### src/rtl/core/psg_pkg.sv
// Shared types, register codes and fixed-point constants for the PSG block.
package psg_pkg;

  // Register file geometry
  localparam int NUM_REGS   = 16;
  localparam int REG_IDX_W  = 4;
  localparam int REG_W      = 8;
  localparam int NUM_VOICES = 3;

  // Generator state widths
  localparam int TONE_W  = 12;
  localparam int NOISE_W = 5;
  localparam int LFSR_W  = 17;
  localparam int ENV_W   = 16;
  localparam int STEP_W  = 5;
  localparam int SHAPE_W = 4;
  localparam int MIXER_W = 6;
  localparam int VOL_W   = 5;

  localparam logic [STEP_W-1:0] STEP_MAX = 5'd31;

  // Item kinds
  localparam logic ACT_WRITE = 1'b0;
  localparam logic ACT_TICK  = 1'b1;

  // Register indexes
  localparam logic [REG_IDX_W-1:0] REG_TONE0_LO = 4'd0;
  localparam logic [REG_IDX_W-1:0] REG_TONE0_HI = 4'd1;
  localparam logic [REG_IDX_W-1:0] REG_TONE1_LO = 4'd2;
  localparam logic [REG_IDX_W-1:0] REG_TONE1_HI = 4'd3;
  localparam logic [REG_IDX_W-1:0] REG_TONE2_LO = 4'd4;
  localparam logic [REG_IDX_W-1:0] REG_TONE2_HI = 4'd5;
  localparam logic [REG_IDX_W-1:0] REG_NOISE    = 4'd6;
  localparam logic [REG_IDX_W-1:0] REG_MIXER    = 4'd7;
  localparam logic [REG_IDX_W-1:0] REG_VOL0     = 4'd8;
  localparam logic [REG_IDX_W-1:0] REG_VOL1     = 4'd9;
  localparam logic [REG_IDX_W-1:0] REG_VOL2     = 4'd10;
  localparam logic [REG_IDX_W-1:0] REG_ENV_LO   = 4'd11;
  localparam logic [REG_IDX_W-1:0] REG_ENV_HI   = 4'd12;
  localparam logic [REG_IDX_W-1:0] REG_ENV_SHAPE = 4'd13;
  localparam logic [REG_IDX_W-1:0] REG_IO_A     = 4'd14;  // stored only
  localparam logic [REG_IDX_W-1:0] REG_IO_B     = 4'd15;  // stored only

  // Envelope shape bit positions
  localparam int SHAPE_HOLD   = 0;
  localparam int SHAPE_ALT    = 1;
  localparam int SHAPE_ATTACK = 2;
  localparam int SHAPE_CONT   = 3;

  // Envelope heading
  typedef logic signed [1:0] head_t;
  localparam head_t HEAD_UP   = 2'sb01;
  localparam head_t HEAD_DOWN = 2'sb11;
  localparam head_t HEAD_STOP = 2'sb00;

  // Snapshot of everything the mixer needs for one tick
  typedef struct packed {
    logic [NUM_VOICES-1:0]            tone_lvl;
    logic                             noise_bit;
    logic [MIXER_W-1:0]               mixer;
    logic [NUM_VOICES-1:0][VOL_W-1:0] vol;
    logic [STEP_W-1:0]                env_step;
  } tick_t;

  typedef struct packed {
    logic  valid;
    tick_t tick;
  } tick_push_t;

  typedef struct packed {
    logic full;
    logic empty;
  } fifo_stat_t;

  // Tick queue
  localparam int FIFO_DEPTH = 4;
  localparam int FIFO_AW    = 2;

  // Mixer arithmetic
  localparam int SAMPLE_BITS_DEF = 16;
  localparam int NUM_LANES = 2;
  localparam int LANE_L    = 0;
  localparam int LANE_R    = 1;
  localparam int AMP_W     = 9;   // amplitude up to 465
  localparam int VOICE_W   = 11;  // signed voice term up to +/-465
  localparam int MIX_W     = 14;  // signed lane sum up to +/-7905
  localparam int MAG_W     = 13;
  typedef logic signed [VOICE_W-1:0] voice_t;
  typedef logic signed [MIX_W-1:0]   mix_t;
  localparam mix_t GAIN_SIDE = 14'sd10;
  localparam mix_t GAIN_MID  = 14'sd7;

  // sample = round(mag * 2^SAMPLE_BITS / DEN), ties away from zero
  localparam int DEN      = 23250;
  localparam int DEN_W    = 15;
  localparam int HALF_DEN = DEN / 2;
  localparam int Y_W      = 28;   // mag * rem + half stays below 2^28
  localparam int RECIP_SHIFT = 43;
  localparam int RECIP_W  = 29;
  localparam int PROD_W   = Y_W + RECIP_W;
  localparam logic [RECIP_W-1:0] RECIP =
    RECIP_W'(((64'd1 << RECIP_SHIFT) + 64'(DEN) - 64'd1) / 64'(DEN));

endpackage

### src/rtl/core/psg_front.sv
// Front end: register file, tone/noise/envelope generators, tick snapshots.
module psg_front import psg_pkg::*; (
  input  logic                 clk,
  input  logic                 rst_n,
  input  logic                 in_fire,
  input  logic                 in_action,
  input  logic [REG_IDX_W-1:0] in_reg_index,
  input  logic [REG_W-1:0]     in_reg_value,
  output tick_push_t           push_o
);

  logic [REG_W-1:0]      rf_r [NUM_REGS];
  logic [REG_W-1:0]      rf_nxt [NUM_REGS];
  logic [TONE_W-1:0]     tone_div_r [NUM_VOICES];
  logic [TONE_W-1:0]     tone_div_nxt [NUM_VOICES];
  logic [TONE_W-1:0]     tone_cnt_r [NUM_VOICES];
  logic [TONE_W-1:0]     tone_cnt_nxt [NUM_VOICES];
  logic [NUM_VOICES-1:0] tone_lvl_r, tone_lvl_nxt;
  logic [NOISE_W-1:0]    noise_div_r, noise_div_nxt;
  logic [NOISE_W-1:0]    noise_cnt_r, noise_cnt_nxt;
  logic [LFSR_W-1:0]     lfsr_r, lfsr_nxt;
  logic [ENV_W-1:0]      env_div_r, env_div_nxt;
  logic [ENV_W-1:0]      env_cnt_r, env_cnt_nxt;
  logic [STEP_W-1:0]     env_step_r, env_step_nxt;
  head_t                 env_head_r, env_head_nxt;
  logic [SHAPE_W-1:0]    env_shape_r, env_shape_nxt;

  logic [TONE_W:0]       tone_sum [NUM_VOICES];
  logic [NOISE_W:0]      noise_sum;
  logic [ENV_W:0]        env_sum;
  logic signed [STEP_W+1:0] step_try;
  logic [STEP_W-1:0]     step_clamp;
  head_t                 head_rev;
  logic [1:0]            wr_ch;
  logic [TONE_W-1:0]     tone_hi;
  logic [ENV_W-1:0]      env_hi;
  logic                  do_tick, do_write;

  // Next state: a tick advances the generators, a changed byte updates the registers
  always_comb begin
    rf_nxt        = rf_r;
    tone_div_nxt  = tone_div_r;
    tone_cnt_nxt  = tone_cnt_r;
    tone_lvl_nxt  = tone_lvl_r;
    noise_div_nxt = noise_div_r;
    noise_cnt_nxt = noise_cnt_r;
    lfsr_nxt      = lfsr_r;
    env_div_nxt   = env_div_r;
    env_cnt_nxt   = env_cnt_r;
    env_step_nxt  = env_step_r;
    env_head_nxt  = env_head_r;
    env_shape_nxt = env_shape_r;

    do_tick  = in_fire && (in_action == ACT_TICK);
    do_write = in_fire && (in_action == ACT_WRITE) && (rf_r[in_reg_index] != in_reg_value);
    wr_ch    = in_reg_index[2:1];
    tone_hi  = '0;
    env_hi   = {in_reg_value, env_div_r[7:0]};

    for (int i = 0; i < NUM_VOICES; i++) begin
      tone_sum[i] = {1'b0, tone_cnt_r[i]} + (TONE_W+1)'(1);
    end
    noise_sum  = {1'b0, noise_cnt_r} + (NOISE_W+1)'(1);
    env_sum    = {1'b0, env_cnt_r} + (ENV_W+1)'(1);
    step_try   = $signed({2'b00, env_step_r}) + (STEP_W+2)'(env_head_r);
    step_clamp = step_try[STEP_W+1] ? '0 : STEP_MAX;
    head_rev   = -env_head_r;

    if (do_tick) begin
      // tone dividers
      for (int i = 0; i < NUM_VOICES; i++) begin
        if (tone_sum[i] >= {1'b0, tone_div_r[i]}) begin
          tone_cnt_nxt[i] = '0;
          tone_lvl_nxt[i] = ~tone_lvl_r[i];
        end else begin
          tone_cnt_nxt[i] = tone_sum[i][TONE_W-1:0];
        end
      end
      // noise divider and LFSR
      if (noise_sum >= {1'b0, noise_div_r}) begin
        noise_cnt_nxt = '0;
        lfsr_nxt = {~(lfsr_r[0] ^ lfsr_r[3]), lfsr_r[LFSR_W-1:1]};
      end else begin
        noise_cnt_nxt = noise_sum[NOISE_W-1:0];
      end
      // envelope stepping with end-of-ramp rules
      if (env_sum >= {1'b0, env_div_r}) begin
        env_cnt_nxt = '0;
        if (step_try < 0 || step_try > $signed({2'b00, STEP_MAX})) begin
          if (!env_shape_r[SHAPE_CONT]) begin
            env_head_nxt = HEAD_STOP;
            env_step_nxt = step_clamp;
          end else if (env_shape_r[SHAPE_ALT]) begin
            env_head_nxt = head_rev;
            env_step_nxt = STEP_W'($signed({2'b00, step_clamp}) + (STEP_W+2)'(head_rev));
          end else begin
            env_step_nxt = env_shape_r[SHAPE_ATTACK] ? '0 : STEP_MAX;
          end
          if (env_shape_r[SHAPE_HOLD]) begin
            env_head_nxt = HEAD_STOP;
          end
        end else begin
          env_step_nxt = step_try[STEP_W-1:0];
        end
      end else begin
        env_cnt_nxt = env_sum[ENV_W-1:0];
      end
    end else if (do_write) begin
      rf_nxt[in_reg_index] = in_reg_value;
      unique case (in_reg_index) inside
        REG_TONE0_LO, REG_TONE1_LO, REG_TONE2_LO: begin
          tone_div_nxt[wr_ch] = {tone_div_r[wr_ch][TONE_W-1:8], in_reg_value};
        end
        REG_TONE0_HI, REG_TONE1_HI, REG_TONE2_HI: begin
          tone_hi = {in_reg_value[3:0], tone_div_r[wr_ch][7:0]};
          tone_div_nxt[wr_ch] = (tone_hi == '0) ? TONE_W'(1) : tone_hi;
        end
        REG_NOISE: begin
          noise_div_nxt = (in_reg_value[NOISE_W-1:0] == '0) ? NOISE_W'(1)
                                                             : in_reg_value[NOISE_W-1:0];
        end
        REG_ENV_LO: begin
          env_div_nxt = {env_div_r[ENV_W-1:8], in_reg_value};
        end
        REG_ENV_HI: begin
          env_div_nxt = (env_hi == '0) ? ENV_W'(1) : env_hi;
        end
        REG_ENV_SHAPE: begin
          env_shape_nxt = in_reg_value[SHAPE_W-1:0];
          env_step_nxt  = in_reg_value[SHAPE_ATTACK] ? '0 : STEP_MAX;
          env_head_nxt  = in_reg_value[SHAPE_ATTACK] ? HEAD_UP : HEAD_DOWN;
          env_cnt_nxt   = '0;
        end
        default: begin
        end
      endcase
    end
  end

  // Tick snapshot goes to the queue in the accept cycle
  always_comb begin
    push_o.valid          = do_tick;
    push_o.tick.tone_lvl  = tone_lvl_nxt;
    push_o.tick.noise_bit = lfsr_nxt[0];
    push_o.tick.mixer     = rf_r[REG_MIXER][MIXER_W-1:0];
    push_o.tick.vol[0]    = rf_r[REG_VOL0][VOL_W-1:0];
    push_o.tick.vol[1]    = rf_r[REG_VOL1][VOL_W-1:0];
    push_o.tick.vol[2]    = rf_r[REG_VOL2][VOL_W-1:0];
    push_o.tick.env_step  = env_step_nxt;
  end

  // State registers
  always_ff @(posedge clk) begin
    if (!rst_n) begin
      for (int i = 0; i < NUM_REGS; i++) begin
        rf_r[i] <= '0;
      end
      for (int i = 0; i < NUM_VOICES; i++) begin
        tone_div_r[i] <= TONE_W'(1);
        tone_cnt_r[i] <= '0;
      end
      tone_lvl_r  <= '1;
      noise_div_r <= NOISE_W'(1);
      noise_cnt_r <= '0;
      lfsr_r      <= LFSR_W'(1);
      env_div_r   <= ENV_W'(1);
      env_cnt_r   <= '0;
      env_step_r  <= '0;
      env_head_r  <= HEAD_DOWN;
      env_shape_r <= '0;
    end else begin
      rf_r        <= rf_nxt;
      tone_div_r  <= tone_div_nxt;
      tone_cnt_r  <= tone_cnt_nxt;
      tone_lvl_r  <= tone_lvl_nxt;
      noise_div_r <= noise_div_nxt;
      noise_cnt_r <= noise_cnt_nxt;
      lfsr_r      <= lfsr_nxt;
      env_div_r   <= env_div_nxt;
      env_cnt_r   <= env_cnt_nxt;
      env_step_r  <= env_step_nxt;
      env_head_r  <= env_head_nxt;
      env_shape_r <= env_shape_nxt;
    end
  end

endmodule

### src/rtl/core/psg_tick_fifo.sv
// Short queue of tick snapshots between the generators and the mixer.
module psg_tick_fifo import psg_pkg::*; (
  input  logic       clk,
  input  logic       rst_n,
  input  tick_push_t push_i,
  input  logic       pop_i,
  output fifo_stat_t stat_o,
  output tick_t      head_o
);

  tick_t                mem_r [FIFO_DEPTH];
  logic [FIFO_AW-1:0]   wr_ptr_r, rd_ptr_r;
  logic [FIFO_AW:0]     count_r;

  // Storage, no reset needed
  always_ff @(posedge clk) begin
    if (push_i.valid) begin
      mem_r[wr_ptr_r] <= push_i.tick;
    end
  end

  // Pointers and fill count
  always_ff @(posedge clk) begin
    if (!rst_n) begin
      wr_ptr_r <= '0;
      rd_ptr_r <= '0;
      count_r  <= '0;
    end else begin
      if (push_i.valid) begin
        wr_ptr_r <= wr_ptr_r + FIFO_AW'(1);
      end
      if (pop_i) begin
        rd_ptr_r <= rd_ptr_r + FIFO_AW'(1);
      end
      case ({push_i.valid, pop_i})
        2'b10:   count_r <= count_r + (FIFO_AW+1)'(1);
        2'b01:   count_r <= count_r - (FIFO_AW+1)'(1);
        default: count_r <= count_r;
      endcase
    end
  end

  assign stat_o.full  = (count_r == (FIFO_AW+1)'(FIFO_DEPTH));
  assign stat_o.empty = (count_r == '0);
  assign head_o       = mem_r[rd_ptr_r];

endmodule

### src/rtl/core/psg_mix_back.sv
// Back end: voice mixing, stereo panning and fixed-point scaling pipeline.
module psg_mix_back import psg_pkg::*; #(
  parameter int SAMPLE_BITS = SAMPLE_BITS_DEF
) (
  input  logic                          clk,
  input  logic                          rst_n,
  input  fifo_stat_t                    stat_i,
  input  tick_t                         head_i,
  output logic                          pop_o,
  output logic                          out_valid,
  input  logic                          out_ready,
  output logic signed [SAMPLE_BITS-1:0] out_left_sample,
  output logic signed [SAMPLE_BITS-1:0] out_right_sample
);

  // 2^SAMPLE_BITS = QD * DEN + RD
  localparam logic [SAMPLE_BITS-1:0] QD =
    SAMPLE_BITS'((64'd1 << SAMPLE_BITS) / 64'(DEN));
  localparam logic [DEN_W-1:0] RD =
    DEN_W'((64'd1 << SAMPLE_BITS) % 64'(DEN));

  // Signed voice term: +/- amplitude, or zero when tone and noise cancel or both are off
  function automatic voice_t voice_val(input logic tone_off, input logic noise_off,
                                       input logic tone_lvl, input logic noise_bit,
                                       input logic [VOL_W-1:0] vol,
                                       input logic [STEP_W-1:0] step);
    logic [AMP_W-1:0] amp;
    logic nz, neg;
    if (vol[VOL_W-1]) begin
      amp = (AMP_W'(step) << 4) - AMP_W'(step);
    end else begin
      amp = (AMP_W'(vol[VOL_W-2:0]) << 5) - AMP_W'(vol[VOL_W-2:0]);
    end
    if (!tone_off && !noise_off) begin
      nz  = (tone_lvl == noise_bit);
      neg = !tone_lvl;
    end else if (!tone_off) begin
      nz  = 1'b1;
      neg = !tone_lvl;
    end else if (!noise_off) begin
      nz  = 1'b1;
      neg = !noise_bit;
    end else begin
      nz  = 1'b0;
      neg = 1'b0;
    end
    if (!nz) begin
      voice_val = '0;
    end else if (neg) begin
      voice_val = -$signed({2'b00, amp});
    end else begin
      voice_val = $signed({2'b00, amp});
    end
  endfunction

  logic en;
  voice_t voice [NUM_VOICES];
  mix_t   mix [NUM_LANES];

  logic                   s1_v_r, s2_v_r, s3_v_r;
  logic                   s1_neg_r [NUM_LANES];
  logic [MAG_W-1:0]       s1_mag_r [NUM_LANES];
  logic                   s2_neg_r [NUM_LANES];
  logic [Y_W-1:0]         s2_y_r [NUM_LANES];
  logic [SAMPLE_BITS-1:0] s2_p_r [NUM_LANES];
  logic                   s3_neg_r [NUM_LANES];
  logic [SAMPLE_BITS-1:0] s3_p_r [NUM_LANES];
  logic [MAG_W-1:0]       s3_q_r [NUM_LANES];
  logic                   out_valid_r;
  logic signed [SAMPLE_BITS-1:0] out_smp_r [NUM_LANES];

  logic [MAG_W+SAMPLE_BITS-1:0] p_full [NUM_LANES];
  logic [PROD_W-1:0]            z_full [NUM_LANES];
  logic [SAMPLE_BITS-1:0]       q_sum [NUM_LANES];

  // Whole pipe advances when the output register can take a new item
  assign en    = !out_valid_r || out_ready;
  assign pop_o = en && !stat_i.empty;

  // Stage 1 math: voices and panned lane sums
  always_comb begin
    for (int i = 0; i < NUM_VOICES; i++) begin
      voice[i] = voice_val(head_i.mixer[i], head_i.mixer[i+NUM_VOICES],
                           head_i.tone_lvl[i], head_i.noise_bit,
                           head_i.vol[i], head_i.env_step);
    end
    mix[LANE_L] = GAIN_SIDE * MIX_W'(voice[0]) + GAIN_MID * MIX_W'(voice[1]);
    mix[LANE_R] = GAIN_MID * MIX_W'(voice[1]) + GAIN_SIDE * MIX_W'(voice[2]);
  end

  // Stage 2, 3 and output math: split the scale into whole and remainder parts, then add them
  always_comb begin
    for (int k = 0; k < NUM_LANES; k++) begin
      p_full[k] = (MAG_W+SAMPLE_BITS)'(s1_mag_r[k]) * (MAG_W+SAMPLE_BITS)'(QD);
      z_full[k] = PROD_W'(s2_y_r[k]) * PROD_W'(RECIP);
      q_sum[k]  = s3_p_r[k] + SAMPLE_BITS'(s3_q_r[k]);
    end
  end

  // Pipeline registers
  always_ff @(posedge clk) begin
    if (!rst_n) begin
      s1_v_r      <= 1'b0;
      s2_v_r      <= 1'b0;
      s3_v_r      <= 1'b0;
      out_valid_r <= 1'b0;
    end else if (en) begin
      s1_v_r      <= !stat_i.empty;
      s2_v_r      <= s1_v_r;
      s3_v_r      <= s2_v_r;
      out_valid_r <= s3_v_r;
    end
  end

  always_ff @(posedge clk) begin
    if (en) begin
      for (int k = 0; k < NUM_LANES; k++) begin
        s1_neg_r[k]  <= mix[k][MIX_W-1];
        s1_mag_r[k]  <= MAG_W'(mix[k][MIX_W-1] ? -mix[k] : mix[k]);
        s2_neg_r[k]  <= s1_neg_r[k];
        s2_y_r[k]    <= Y_W'(s1_mag_r[k]) * Y_W'(RD) + Y_W'(HALF_DEN);
        s2_p_r[k]    <= p_full[k][SAMPLE_BITS-1:0];
        s3_neg_r[k]  <= s2_neg_r[k];
        s3_p_r[k]    <= s2_p_r[k];
        s3_q_r[k]    <= z_full[k][RECIP_SHIFT +: MAG_W];
        // magnitude stays below 0.7 of full scale, so no saturation
        out_smp_r[k] <= s3_neg_r[k] ? -$signed(q_sum[k]) : $signed(q_sum[k]);
      end
    end
  end

  assign out_valid        = out_valid_r;
  assign out_left_sample  = out_smp_r[LANE_L];
  assign out_right_sample = out_smp_r[LANE_R];

endmodule

### src/rtl/core/psg_tone_noise_envelope_generator_top.sv
// Top level of the three-voice tone/noise/envelope sound generator.
// Throughput: one item per cycle while in_ready is high; a register write gives no result.
// A tick's stereo sample reaches out_valid through these registers in order:
// queue, mix, two scaling multiplies, output register.
// in_ready drops only when the 4-entry tick queue is full behind a stalled output.
// Synchronous active-low reset loads power-on generator values and empties the queue.
module psg_tone_noise_envelope_generator_top import psg_pkg::*; #(
  parameter int SAMPLE_BITS = SAMPLE_BITS_DEF
) (
  input  logic                          clk,
  input  logic                          rst_n,
  input  logic                          in_valid,
  output logic                          in_ready,
  input  logic                          in_action,
  input  logic [REG_IDX_W-1:0]          in_reg_index,
  input  logic [REG_W-1:0]              in_reg_value,
  output logic                          out_valid,
  input  logic                          out_ready,
  output logic signed [SAMPLE_BITS-1:0] out_left_sample,
  output logic signed [SAMPLE_BITS-1:0] out_right_sample
);

  tick_push_t push;
  fifo_stat_t stat;
  tick_t      head;
  logic       pop;
  logic       in_fire;

  assign in_ready = !stat.full;
  assign in_fire  = in_valid && in_ready;

  psg_front u_front (
    .clk          (clk),
    .rst_n        (rst_n),
    .in_fire      (in_fire),
    .in_action    (in_action),
    .in_reg_index (in_reg_index),
    .in_reg_value (in_reg_value),
    .push_o       (push)
  );

  psg_tick_fifo u_fifo (
    .clk    (clk),
    .rst_n  (rst_n),
    .push_i (push),
    .pop_i  (pop),
    .stat_o (stat),
    .head_o (head)
  );

  psg_mix_back #(
    .SAMPLE_BITS (SAMPLE_BITS)
  ) u_back (
    .clk              (clk),
    .rst_n            (rst_n),
    .stat_i           (stat),
    .head_i           (head),
    .pop_o            (pop),
    .out_valid        (out_valid),
    .out_ready        (out_ready),
    .out_left_sample  (out_left_sample),
    .out_right_sample (out_right_sample)
  );

endmodule

### config.mk
export PLATFORM = sky130hd
export DESIGN_NAME = psg_tone_noise_envelope_generator_top
export DESIGN_NICKNAME = d
export VERILOG_FILES = /design/src/rtl/core/psg_pkg.sv /design/src/rtl/core/psg_front.sv /design/src/rtl/core/psg_tick_fifo.sv /design/src/rtl/core/psg_mix_back.sv /design/src/rtl/core/psg_tone_noise_envelope_generator_top.sv
export SDC_FILE = /design/constraint.sdc
export NUM_CORES = 2
export LEC_CHECK = 0
export ABC_AREA = 1
export BUFFER_PORTS_ARGS = -buffer_cell sky130_fd_sc_hd__buf_2
export CAP_MARGIN = 20
export CELL_PAD_IN_SITES_DETAIL_PLACEMENT = 0
export CELL_PAD_IN_SITES_GLOBAL_PLACEMENT = 1
export CORE_UTILIZATION = 51
export CTS_CLUSTER_SIZE = 8
export DETAILED_ROUTE_END_ITERATION = 7
export PLACE_DENSITY_LB_ADDON = 0.05
export SLEW_MARGIN = 10
export SYNTH_ARGS = -nofsm -noshare
export SYNTH_HDL_FRONTEND = slang
export SYNTH_SLANG_ARGS = --single-unit
export TNS_END_PERCENT = 50
### constraint.sdc
create_clock -name clk -period 6.9 [get_ports clk]
set_input_delay 0.345 -clock clk [delete_from_list [all_inputs] [get_ports clk]]
set_output_delay 0.345 -clock clk [all_outputs]
set_load 0.05 [all_outputs]
-- Yosys cells after proc, flatten, opt, wreduce, memory -nomap -nowiden
Memories as Yosys holds them, arrays and structs flattened. A register that Yosys moved wholly into a read port is not among the register bits.
Cells that the tools add are included.
- flip-flop bits (word level): 284
- bits in latches: 0
- bits in writable memories: 324
- memory bits (read-only): 0
- input bits: 17
- output and inout bits: 34
- logic and storage cells: 262
- memories: 10
- memories (memory ; depth ; bits a word ; read ports ; clocked after Yosys merged registers in ; write ports ; RTL line ; source):
    u_fifo.mem_r ; 4 ; 30 ; 1 ; 1 ; 1 ; psg_tick_fifo.sv:11 ; tick_t mem_r [FIFO_DEPTH];
    u_back.s2_y_r ; 2 ; 28 ; 2 ; 0 ; 2 ; psg_mix_back.sv:64 ; logic [Y_W-1:0] s2_y_r [NUM_LANES];
    u_back.out_smp_r ; 2 ; 16 ; 2 ; 0 ; 2 ; psg_mix_back.sv:70 ; logic signed [SAMPLE_BITS-1:0] out_smp_r [NUM_LANES];
    u_back.s3_p_r ; 2 ; 16 ; 2 ; 0 ; 2 ; psg_mix_back.sv:67 ; logic [SAMPLE_BITS-1:0] s3_p_r [NUM_LANES];
    u_back.s1_mag_r ; 2 ; 13 ; 2 ; 0 ; 2 ; psg_mix_back.sv:62 ; logic [MAG_W-1:0] s1_mag_r [NUM_LANES];
    u_back.s2_p_r ; 2 ; 13 ; 2 ; 0 ; 2 ; psg_mix_back.sv:65 ; logic [SAMPLE_BITS-1:0] s2_p_r [NUM_LANES];
    4 more memories ; - ; - ; - ; - ; - ; - ;
- add/subtract/negate cells: 29
- multipliers: 7
- div/mod/pow operators: 0
- $lt $le $gt $ge: 11
- equal/unequal tests: 20
- shift-type cells: 0
- muxes and demuxes: 89
- bitwise operators: 10
- reduce and logical (&&, ||, !) cells: 46
- operator list (cell ; number):
    bitwise mux 128 bit ; 1
    two-way mux 16 bit ; 7
    multiplier 28 x 28 -> 55 bit (second input constant) ; 2
    two-way mux 12 bit ; 7
    bitwise mux 36 bit ; 2
    case mux 36 bit (2 select lines) ; 1
    two-way mux 11 bit ; 6
    two-way mux 5 bit ; 12
    adder 28 x 14 -> 28 bit (second input constant) ; 2
    multiplier 13 x 13 -> 26 bit (second input constant) ; 2
    adder 12 x 1 -> 13 bit (second input constant) ; 3
    greater-or-equal comparator 13 x 12 -> 1 bit ; 3
    negation 9 -> 11 bit ; 3
    adder 16 x 13 -> 16 bit ; 2
    binary-select mux 8 bit (select 4 bit) ; 1
    demux 8 bit (select 4 bit) ; 1
    negation 16 bit ; 2
    case mux 16 bit (2 select lines) ; 1
    adder 14 bit ; 2
    two-way mux 1 bit ; 27
    two-way mux 9 bit ; 3
    subtractor 9 x 4 -> 9 bit ; 3
    multiplier 4 x 11 -> 13 bit (first input constant) ; 2
    two-way mux 13 bit ; 2
    54 further kinds ; 115

-- Longest topological paths before layout
- depth after elaboration: 10
- depth in mapped cells: 46
- gate-level depth less buffers: 43

-- Hierarchy
From an unflattened synthesis, not the netlist that was laid out.
- cell total of the unflattened synthesis: 8090
- area total of the unflattened synthesis: 67464.7 um2
- modules (own cells, without submodules) (module ; instances ; cells each ; area each (um2) ; seq. area each (um2)):
    psg_mix_back ; 1 ; 5217 ; 46701.0 ; 5755.5
    psg_front ; 1 ; 2522 ; 15812.7 ; 5385.2
    psg_tick_fifo ; 1 ; 348 ; 4937.2 ; 3783.6
    psg_tone_noise_envelope_generator_top ; 1 ; 3 ; 13.8 ; 0.0

-- Least setup slack after synthesis
No wires, ideal clock.
- path type: reg2reg
- start point: reg with a tool-made name
- end point: mem u_back.s1_mag_r[1][8], in the netlist u_back.s1_mag_r[0][21] (data pin)
- setup time: 0.253 ns
- data arrival time: 5.587 ns
- data required time: 6.647 ns
- path slack: 1.060 ns
- stages on the path, launching flop included: 43
- path buffers: 3
- clock period less this slack: 5.840 ns
- path through: dfxtp_1 buf_4 inv_4 buf_6 nand2_1 nand3_1 nand2_2 ha_1 o21ai_2 ha_1 inv_1 nor2_2 nand2_1 nand2_1 o21ai_0 a21oi_1 ha_1 fa_1 [... 7 more ...] inv_1 ha_1 nand2_1 inv_1 nand4_1 o211ai_1 nand2_1 inv_1 nand4_1 nand3_1 nand2_1 nand2_1 inv_1 nand3_4 nand2_4 buf_6 nand2_1 nand2_1
- RTL lines (element ; RTL line):
    end, declared ; psg_mix_back.sv:62

==> metrics.txt <==
cell count after synthesis=7435; Die Wd=360 um; ys flop type=edfxtp_1; share of cells above drive strength 1=4.81%; cell taking the most area after synthesis=fa_1; post-synthesis compound-gate area fraction=8.65%; Data arrival, critical path=7.15 ns; commonest cells in the netlist=inv_1, nand2_1, ha_1; final count of hold timing violations=0; Clock Path Buffers=3; Hold Slack=between 0.1 and 0.15 ns; residual DRC count=0; Final period util=between 90% and 100%; relative slew slack=between 20 and 30%; number of core rows=130; vias=49900; share of the synthesized area in the top cell type=21.4%; Worst Hold Depth=4; Final Slew Violations=0; minimum clock period=6.73 ns; Initial Util=between 50% and 60%; WL final=184000 um; Max FO, Critical Path=7; Async S/R FF share, synth=0%; final cell count without fillers=9202; die area=130000 sq um; # setup viols final=0; vias in the first global route=50900; RSZ-0062 raised after global routing=true; post-DR wirelength/cell=20.0 um; Max Cap Violations=0; Fin Setup TNS=0 ns; mux share of post-synthesis cell area=0.0306%; Cell variety after synth=66; Top cell by count, worst path=fa_1; f_max=149 MHz; Setup CP Type=reg -> reg; Netlist Area Pre-Place=65300 sq um; Worst path slowest cell=nor4_1; Port Buffers=50; DRT Pass-1 Iters=5; xor/xnor cell area share of the yosys netlist=under 10%; yosys warns=0; first-pass GRT wire length=290000 um; Clock Skew=0.0531 ns; Worst-Skew Late Latency=0.70 ns; core area=126000 sq um; Final #Nets=9203; slew at the pin closest to its max-slew limit=1.07 ns; Clock Tree Root=clkbuf_16; GRT Overall Usage=between 20% and 30%; crit-path max cell delay=0.65 ns; synth top area cells=fa_1, ha_1, edfxtp_1; routability congestion estimate=0.984; CTS Hold Bufs=0; antenna viol nets, final=0; status=finished, final reports clean; placed insts=roughly 9000; TritonCTS clock tree=yes; FF+latch count, synth=595; simple-gate portion of the synthesized area=14.6%; Starting DRT DRC Count=3149; Die Height=360 um; Clk pin slew, worst setup/hold paths=0.06 ns; CP startpoint kind=flop; Crit. End Element=flop; min-delay worst type=in -> reg; sequential fraction of the synthesis area=23.0%; largest net degree at the start of global routing=141; initial antenna violation count=2; dpl hpwl=approximately 150000 um; Ports=51; Avg Vias per Cell=~5.4; H-tree depth=3; syn_nets=a little over 9000; CP required=7.32 ns; EDFF count, synth=309; most frequent cell after synthesis=inv_1; largest family of logic cells by synthesized area=adder cells; Layout area overhead=7.83%; reg-to-reg slack, setup=approximately 0.17 ns; Antenna Cells=0; crit path cell chain=ha_1, fa_1, fa_1, fa_1, fa_1, fa_1, fa_1, ha_1, nand2_1, nor2_1, inv_1, nor4_1, nand3_1, nand3_1, a21oi_1, xnor2_1; mean post-synth cell area=8.79 sq um; reg2reg path depth=16; total overflow reported by the global router=0; clk sinks=595; Adder-Cell Fraction of Synth Area=40.1%; Num CTS Buffers=87
[sequential cells by signal (all words and copies together) (netlist names), 26 cells and up, named ones only]
name                cells
u_back.out_smp_r       32
u_back.s2_y_r          50
u_back.s3_q_r          26
u_fifo.mem_r          120
u_front.rf_r          107
u_front.tone_cnt_r     36
u_front.tone_div_r     36
[critical path: cells and delay by family, from the launching register on]
family / cells / cell delay, ns
compound gates: 1 / 0.13
xor+xnor: 1 / 0.13
fa+ha+maj: 8 / 4.08
buf+inv: 1 / 0.08
flops: 1 / 0.61
simple gates: 5 / 1.43
[cells in the final DEF (no fill, tap or decap), types with 50 or more instances in the layout]
| cell type | synthesis | layout |
|---|---|---|
| buf_4 | 12 | 86 |
| edfxtp_1 | 309 | 309 |
| nand4_1 | 79 | 79 |
| nor3_1 | 72 | 70 |
| nand3_1 | 446 | 445 |
| dfxtp_1 | 286 | 285 |
| clkbuf_16 | 0 | 92 |
| xnor2_1 | 76 | 75 |
| a21oi_1 | 535 | 532 |
| buf_2 | 35 | 50 |
| fa_1 | 700 | 700 |
| xor2_1 | 191 | 190 |
| ha_1 | 976 | 973 |
| inv_1 | 1531 | 1529 |
| nor2_1 | 386 | 380 |
| o21ai_0 | 238 | 233 |
| nand2_1 | 1064 | 1062 |
[metal layers]
layer | global-route usage, % | part of all wire (%)
met1 | 39.3 | 45
met2 | 48.3 | 47
met3 | 3.40 | 4.6
met4 | 8.34 | 2.8
met5 | 0 | 0
[timing repair]
action,4_1_cts,5_1_grt
setup buffers,0,2
resized for setup,0,33
endpoints found under the setup margin,0,29
[cell type report]
cell class,instances,area (sq um)
fill,11700,55900
multi-input combinational,5138,43900
sequential,595,15000
inverter,1547,5840
clock buffer,119,2360
tap,1650,2060
timing repair buffer,141,1000
clock inverter,12,235
[through the flow]
stage               setup slack [ns]  util (%)  area, sq um
global placement               0.270      53.5        67600
detailed placement             0.218      53.5        67600
finish                         0.171      55.7        70400
floorplan                       1.06         -        65300
global route                 -0.0443      55.7        70400
CTS                            0.203      55.6        70200
[path summary, 6_finish.rpt]
path,startpoint,to
setup / recovery,u_back.s2_y_r[0][39]$_DFFE_PP_,u_back.s3_q_r[0][21]$_DFFE_PP_
hold / removal,out_ready,u_back.out_valid$_SDFFE_PN0P_
setup reg to reg,u_back.s2_y_r[0][39]$_DFFE_PP_,u_back.s3_q_r[0][21]$_DFFE_PP_
hold reg to reg,u_back.s2_neg_r[0][1]$_DFFE_PP_,u_back.s3_neg_r[0][1]$_DFFE_PP_
[logic make-up after synthesis]
kind of cell             after synthesis
buffers and inverters               1703
AND/OR/NAND/NOR                     2181
AO/OA/AOI/OAI                       1011
multiplexers                           2
adder cells (fa/ha/maj)             1676
flip-flops                           595
XOR/XNOR                             267
Power is left out: the tool's default activity adds up to more than one toggle a clock period on the data nets, which glitch-free logic cannot reach.
